`src/rtl/core/tts_pkg.sv`:
```
package tts_pkg;

   // Field widths of the stream and configuration ports.
   localparam int REQ_TDATA_W = 40;
   localparam int REQ_TUSER_W = 2;
   localparam int RSP_TDATA_W = 32;
   localparam int CSR_INDEX_W = 2;
   localparam int CSR_DATA_W  = 21;

   localparam int POS_W    = 21;
   localparam int MODE_W   = 3;
   localparam int ADDR_IN_W = 20;

   // Item kinds.
   localparam logic [1:0] KIND_TICK  = 2'd0;
   localparam logic [1:0] KIND_MODE  = 2'd1;
   localparam logic [1:0] KIND_LOAD  = 2'd2;
   localparam logic [1:0] KIND_RESET = 2'd3;

   // Transport modes.
   localparam logic [MODE_W-1:0] MODE_STOP = 3'd0;
   localparam logic [MODE_W-1:0] MODE_PLAY = 3'd1;
   localparam logic [MODE_W-1:0] MODE_REC  = 3'd2;
   localparam logic [MODE_W-1:0] MODE_FWD  = 3'd3;
   localparam logic [MODE_W-1:0] MODE_REW  = 3'd4;

   // Configuration register indexes.
   localparam logic [CSR_INDEX_W-1:0] CSR_POLL_INTERVAL  = 2'd0;
   localparam logic [CSR_INDEX_W-1:0] CSR_FAST_STEP      = 2'd1;
   localparam logic [CSR_INDEX_W-1:0] CSR_TAPE_LENGTH    = 2'd2;
   localparam logic [CSR_INDEX_W-1:0] CSR_LOAD_THRESHOLD = 2'd3;

   typedef struct packed {
      logic clear_wr;
      logic latch_item;
      logic prescale;
      logic apply;
      logic mem_rd;
      logic step;
      logic emit;
      logic last;
   } cmd_type;

   typedef struct packed {
      logic clear_last;
      logic kind_tick;
      logic deck_valid;
      logic item_deck;
      logic expire_now;
      logic stepped;
      logic out_free;
   } status_type;

endpackage

```
`src/rtl/core/tts_ctrl.sv`:
```
module tts_ctrl #(
   parameter int NUM_DECKS = 2,
   parameter int DECK_IW   = 1
) (
   input  logic                 clock,
   input  logic                 reset,
   input  logic                 req_tvalid,
   output logic                 req_tready,
   input  tts_pkg::status_type  st,
   output tts_pkg::cmd_type     cmd,
   output logic [DECK_IW-1:0]   deck_sel
);
   import tts_pkg::*;

   localparam logic [2:0] S_CLEAR  = 3'd0;
   localparam logic [2:0] S_IDLE   = 3'd1;
   localparam logic [2:0] S_DECODE = 3'd2;
   localparam logic [2:0] S_READ   = 3'd3;
   localparam logic [2:0] S_STEP   = 3'd4;
   localparam logic [2:0] S_EMIT   = 3'd5;

   localparam logic [DECK_IW-1:0] LAST_DECK = DECK_IW'(NUM_DECKS - 1);

   logic [2:0]         state_ff, state_in;
   logic [DECK_IW-1:0] deck_ff, deck_in;
   logic               final_emit;

   assign req_tready = (state_ff == S_IDLE);
   assign deck_sel   = deck_ff;
   assign final_emit = !st.kind_tick || (deck_ff == LAST_DECK);

   always_comb begin
      state_in = state_ff;
      deck_in  = deck_ff;
      cmd      = '0;
      unique case (state_ff)
         S_CLEAR: begin
            cmd.clear_wr = 1'b1;
            if (st.clear_last) begin
               state_in = S_IDLE;
            end
         end
         S_IDLE: begin
            if (req_tvalid) begin
               cmd.latch_item = 1'b1;
               state_in       = S_DECODE;
            end
         end
         S_DECODE: begin
            if (st.kind_tick) begin
               cmd.prescale = 1'b1;
               deck_in      = '0;
               state_in     = st.expire_now ? S_READ : S_EMIT;
            end else if (!st.deck_valid) begin
               state_in = S_IDLE;
            end else begin
               cmd.apply = 1'b1;
               deck_in   = DECK_IW'(st.item_deck);
               state_in  = S_EMIT;
            end
         end
         S_READ: begin
            cmd.mem_rd = 1'b1;
            state_in   = S_STEP;
         end
         S_STEP: begin
            cmd.step = 1'b1;
            state_in = S_EMIT;
         end
         S_EMIT: begin
            if (st.out_free) begin
               cmd.emit = 1'b1;
               cmd.last = final_emit;
               if (final_emit) begin
                  state_in = S_IDLE;
               end else begin
                  deck_in  = deck_ff + 1'b1;
                  state_in = st.stepped ? S_READ : S_EMIT;
               end
            end
         end
         default: begin
            state_in = S_CLEAR;
         end
      endcase
   end

   always_ff @(posedge clock) begin
      if (reset) begin
         state_ff <= S_CLEAR;
         deck_ff  <= '0;
      end else begin
         state_ff <= state_in;
         deck_ff  <= deck_in;
      end
   end

endmodule

```
`config.mk`:
```
export PLATFORM = sky130hd
export DESIGN_NAME = tts_ctrl
export DESIGN_NICKNAME = d
export VERILOG_FILES = /design/src/rtl/core/tts_pkg.sv /design/src/rtl/core/tts_ctrl.sv
export SDC_FILE = /design/constraint.sdc
export NUM_CORES = 1
export LEC_CHECK = 0
export ABC_CLOCK_PERIOD_IN_PS = 3500
export BUFFER_PORTS_ARGS = -buffer_cell sky130_fd_sc_hd__clkbuf_2
export CORE_AREA = 4 4 41 43
export CTS_BUF_LIST = sky130_fd_sc_hd__clkbuf_16
export DETAILED_ROUTE_END_ITERATION = 8
export DIE_AREA = 0 0 45 47
export HOLD_SLACK_MARGIN = 0.15
export PLACE_DENSITY = 0.53
export SYNTH_ARGS = -nofsm -noshare
export SYNTH_HDL_FRONTEND = slang
export SYNTH_SLANG_ARGS = --single-unit
```
`constraint.sdc`:
```
create_clock -name clock -period 3.5 [get_ports clock]
set_input_delay 0.35 -clock clock [delete_from_list [all_inputs] [get_ports clock]]
set_output_delay 0.35 -clock clock [all_outputs]
set_load 0.02 [all_outputs]
```
Word level (Yosys, flattened, before mapping). Cells that the tools add are included. W data, S select, Z words.

Flip-flop bits (word level): 4. Output and inout port bits: 10. Logic and storage cells: 44.

Add/sub/neg operators: 1. Eq/ne operators: 10. Multiplexer cells: 25. Reduce and logical (&&, ||, !) cells: 6.

Operator list (number): $mux W3 (8); $pmux W3 S6 (1); $mux W1 (12); $ne A2 B2 Y1 const B (4); $eq A3 B2 Y1 const B (2); $eq A3 B3 Y1 const B (2); $mux W2 (3); $reduce_and A4 Y1 (1); $eq A3 B1 Y1 const B (1); $logic_not A3 Y1 (1); $ne A3 B3 Y1 const B (1); $reduce_and A3 Y1 (1); $pmux W1 S2 (1); $reduce_bool A2 Y1 (1); $add A1 B1 Y1 const B (1); $logic_not A1 Y1 (1); $logic_or A1 B1 Y1 (1).

Logic depth before layout (Yosys ltp).
Depth after elaboration: 5. Depth in mapped cells: 5. Depth with buffers taken out: 4.

Worst setup path after synthesis. No wires, ideal clock.

Kind: register -> output. Start point: reg state_ff[1]. End point: out cmd[4] (netlist bit). Arrival: 1269 ps. Data required time: 3150 ps. Slack: 1881 ps. Stages on the path, launching flop included: 4. Path buffers: 1. Path through: dfxtp_1 -> buf_6 -> or3b_4 -> nor3_1.

RTL lines: from (decl) (line tts_ctrl.sv:24) `logic [2:0] state_ff, state_in;`; from (signal assigned) (line tts_ctrl.sv:93) `state_ff <= state_in;`; to (decl) (line tts_ctrl.sv:10) `output tts_pkg::cmd_type cmd,`.

==> flow_metrics.env <==
export IMPL_die_w_um=45
export IMPL_reg2regPathDepth=4
export IMPL_syn_num_nets=60
export IMPL_wl_per_cell_um=11.1
export IMPL_coreArea_um2=1300
export IMPL_dp_slack_ps=1940
export IMPL_dp_hpwl_um=733
export IMPL_cts_tree="built"
export IMPL_drt_iter0_drc=1
export IMPL_end_kind="output port"
export IMPL_grt_pass1_wl_um=1490
export IMPL_die_h_um=47
export IMPL_worstSetupStartpoint="state_ff[1]"
export IMPL_setup_ws_ps=1680
export IMPL_viasPerCell=4.85
export IMPL_grt_max_degree=16
export IMPL_io_pins=20
export IMPL_area_growth_pct=47.9
export IMPL_via_count=407
export IMPL_required_ps=3150
export IMPL_finalCriticalPeriod_ps=1820
export IMPL_clockRootBuffer="clkbuf_16"
export IMPL_setup_tns_ps=0
export IMPL_avgSynthCellArea_um2=7.11
export IMPL_rows=13
export IMPL_ant_nets=0
export IMPL_status="completed"
export IMPL_startpoint_type="register"
export IMPL_tightest_slew_ps=427
export IMPL_finalCritPeriodShare_pct=52.0
export IMPL_r2r_start="state_ff[1]"
export IMPL_slew_viol_final=0
export IMPL_worstPathArrival_ps=1470
export IMPL_portBuffers=19
export IMPL_ys_ff_latch=4
export IMPL_htree_levels=1
export IMPL_nets=81
export IMPL_grt_pass1_vias=358
export IMPL_netlist_instances=50
export IMPL_critical_path_class="register to output port"
export IMPL_cts_repair_resized=0
export IMPL_slew_headroom_pct=71.5
export IMPL_holdCritPathClass="input port to register"
export IMPL_drt_total_wl_um=932
export IMPL_irDropWorstVdd_mv=0.344
export IMPL_cts_sinks=4
export IMPL_die_area_um2=2120
export IMPL_track_usage_pct=10.0
export IMPL_reg2reg_to="deck_sel"
export IMPL_leakage_uw=0.000246
export IMPL_drtPass1Iterations=3
export IMPL_path_clk_slew_ps=30
export IMPL_seq_area_frac_synth_pct=22.5
export IMPL_drc=0
export IMPL_rsz0062_at_grt="no"
export IMPL_clkLatencyLatePin_ps=220
export IMPL_initial_core_util_pct=27.3
export IMPL_antenna_found_initial=0
export IMPL_cts_buffer_depth=2
export IMPL_gp_congestion=0.753
export IMPL_syn_area_um2=355
export IMPL_drive_gt1_share_pct=33.3
export IMPL_numCtsBuffers=3
export IMPL_grt_remaining_overflow=0
export IMPL_timing_max_cap_violations=0
export IMPL_hold_viol_final=0
export IMPL_cts_setup_buffers=0
export IMPL_fillers=154
export IMPL_finClkSkew_ps=0.951
export IMPL_p_per_area_nw_per_um2=530
export IMPL_setup_viol=0
export IMPL_yosysUniqueCellTypes=25
export IMPL_fmax_mhz=550
export IMPL_path_max_fanout=10
export IMPL_ff2ff_setup_slack_ps=1970
export IMPL_worstSetupEndpoint="cmd[4]"
export IMPL_ys_warn_count=0
export IMPL_diodes=0
export IMPL_hold_buffers=0
## how the worst min path moves through the flow
stage	endpoint	slack [ps]	startpoint	depth (start not counted)
floorplan	deck_sel	420	reset	1
global placement	deck_sel	530	deck_sel	2
detailed placement	deck_sel	500	deck_sel	2
CTS	deck_sel	340	reset	2
global route	state_ff[0]	360	reset	2
finish	deck_sel	340	reset	2
## kinds of logic after synthesis
logic type	count (synthesis)	synth area share, %
AO/OA/AOI/OAI	14	26.4
buffers and inverters	8	10.6
flip-flops	4	22.5
multiplexers	1	2.82
AND/OR/NAND/NOR	23	37.7
## metrics by stage
step / power, µW / cell area, µm² / instances / utilization, % / hold WS, ps
2_1_floorplan: 88.0 / 355 / 50 / - / 419
3_3_place_gp: 103 / 450 / 81 / 34.6 / 532
3_5_place_dp: 103 / 450 / 81 / 34.6 / 504
4_1_cts: 282 / 526 / 84 / 40.4 / 336
5_1_grt: 293 / 526 / 84 / 40.4 / 358
6_report: 279 / 526 / 84 / 40.4 / 338
## layer usage
layer / global-route usage [%] / vias up / routed length, µm
met5: 0 / - / 0
met4: 8.77 / 0 / 21
met3: 3.45 / 2 / 66
met2: 15.0 / 10 / 407
met1: 11.4 / 175 / 436
li1: - / 220 / -
## layout by cell type (no fill, tap or decap)
cell       Yosys  routed
a2111oi_0      1       1
a211o_1        1       1
a21oi_1        5       5
a41oi_1        1       1
and2_1         1       1
clkbuf_16      0       3
clkbuf_2       0      19
dfxtp_1        4       4
inv_1          5       5
mux2i_1        1       1
nand2b_1       3       3
nand3_1        2       2
nand3b_1       1       1
nand4_1        1       1
nand4b_1       1       1
nor2_1         5       5
nor2b_1        3       3
nor3_1         4       4
nor3b_1        1       1
o211ai_1       1       1
o21a_1         1       1
o21ai_0        1       1
o21ai_1        1       1
o22a_1         2       2
or3b_4         1       1
## state kept, by name, summed over array words and instances, names as in the netlist
name and count:
deck_sel 1, state_ff 3
## layout make-up
type	count	area [µm²]	share of cell area [%]
clock buffers	3	75.1	14.3
inverters	5	18.8	3.57
multi-input cells	38	238	45.2
flip-flops and latches	4	80.1	15.2
well taps	15	18.8	3.57
repair buffers	19	95.1	18.1
## synth_stat cells
| cell | instances | area [µm²] |
|---|---|---|
| a2111oi_0 | 1 | 8.76 |
| nor2b_1 | 3 | 18.8 |
| o21a_1 | 1 | 7.51 |
| nand4_1 | 1 | 6.26 |
| inv_1 | 5 | 18.8 |
| nand2b_1 | 3 | 18.8 |
| nand3b_1 | 1 | 7.51 |
| and2_1 | 1 | 6.26 |
| nor2_1 | 5 | 18.8 |
| buf_6 | 1 | 11.3 |
| nor3b_1 | 1 | 7.51 |
| nor3_1 | 4 | 20.0 |
| dfxtp_1 | 4 | 80.1 |
| a41oi_1 | 1 | 8.76 |
| o21ai_1 | 1 | 5.00 |
| mux2i_1 | 1 | 10.0 |
| o211ai_1 | 1 | 7.51 |
| clkbuf_1 | 2 | 7.51 |
| a21oi_1 | 5 | 25.0 |
| o22a_1 | 2 | 17.5 |
| o21ai_0 | 1 | 5.00 |
| nand3_1 | 2 | 10.0 |
| nand4b_1 | 1 | 8.76 |
| or3b_4 | 1 | 11.3 |
| a211o_1 | 1 | 8.76 |
## worst max-delay path: stages (launching register included)
cell,delay [ps]
dfxtp_1,460
or3b_4,450
nor3_1,140
clkbuf_2,190
## where the power goes
part	total [µW]	leakage, µW	switching, µW	internal, µW
registers	56.8	0.0000326	7.97	48.9
clock network	176	0.0000370	30.3	146
logic	45.8	0.000177	25.4	20.3
Power figures use the tool's default switching activity.
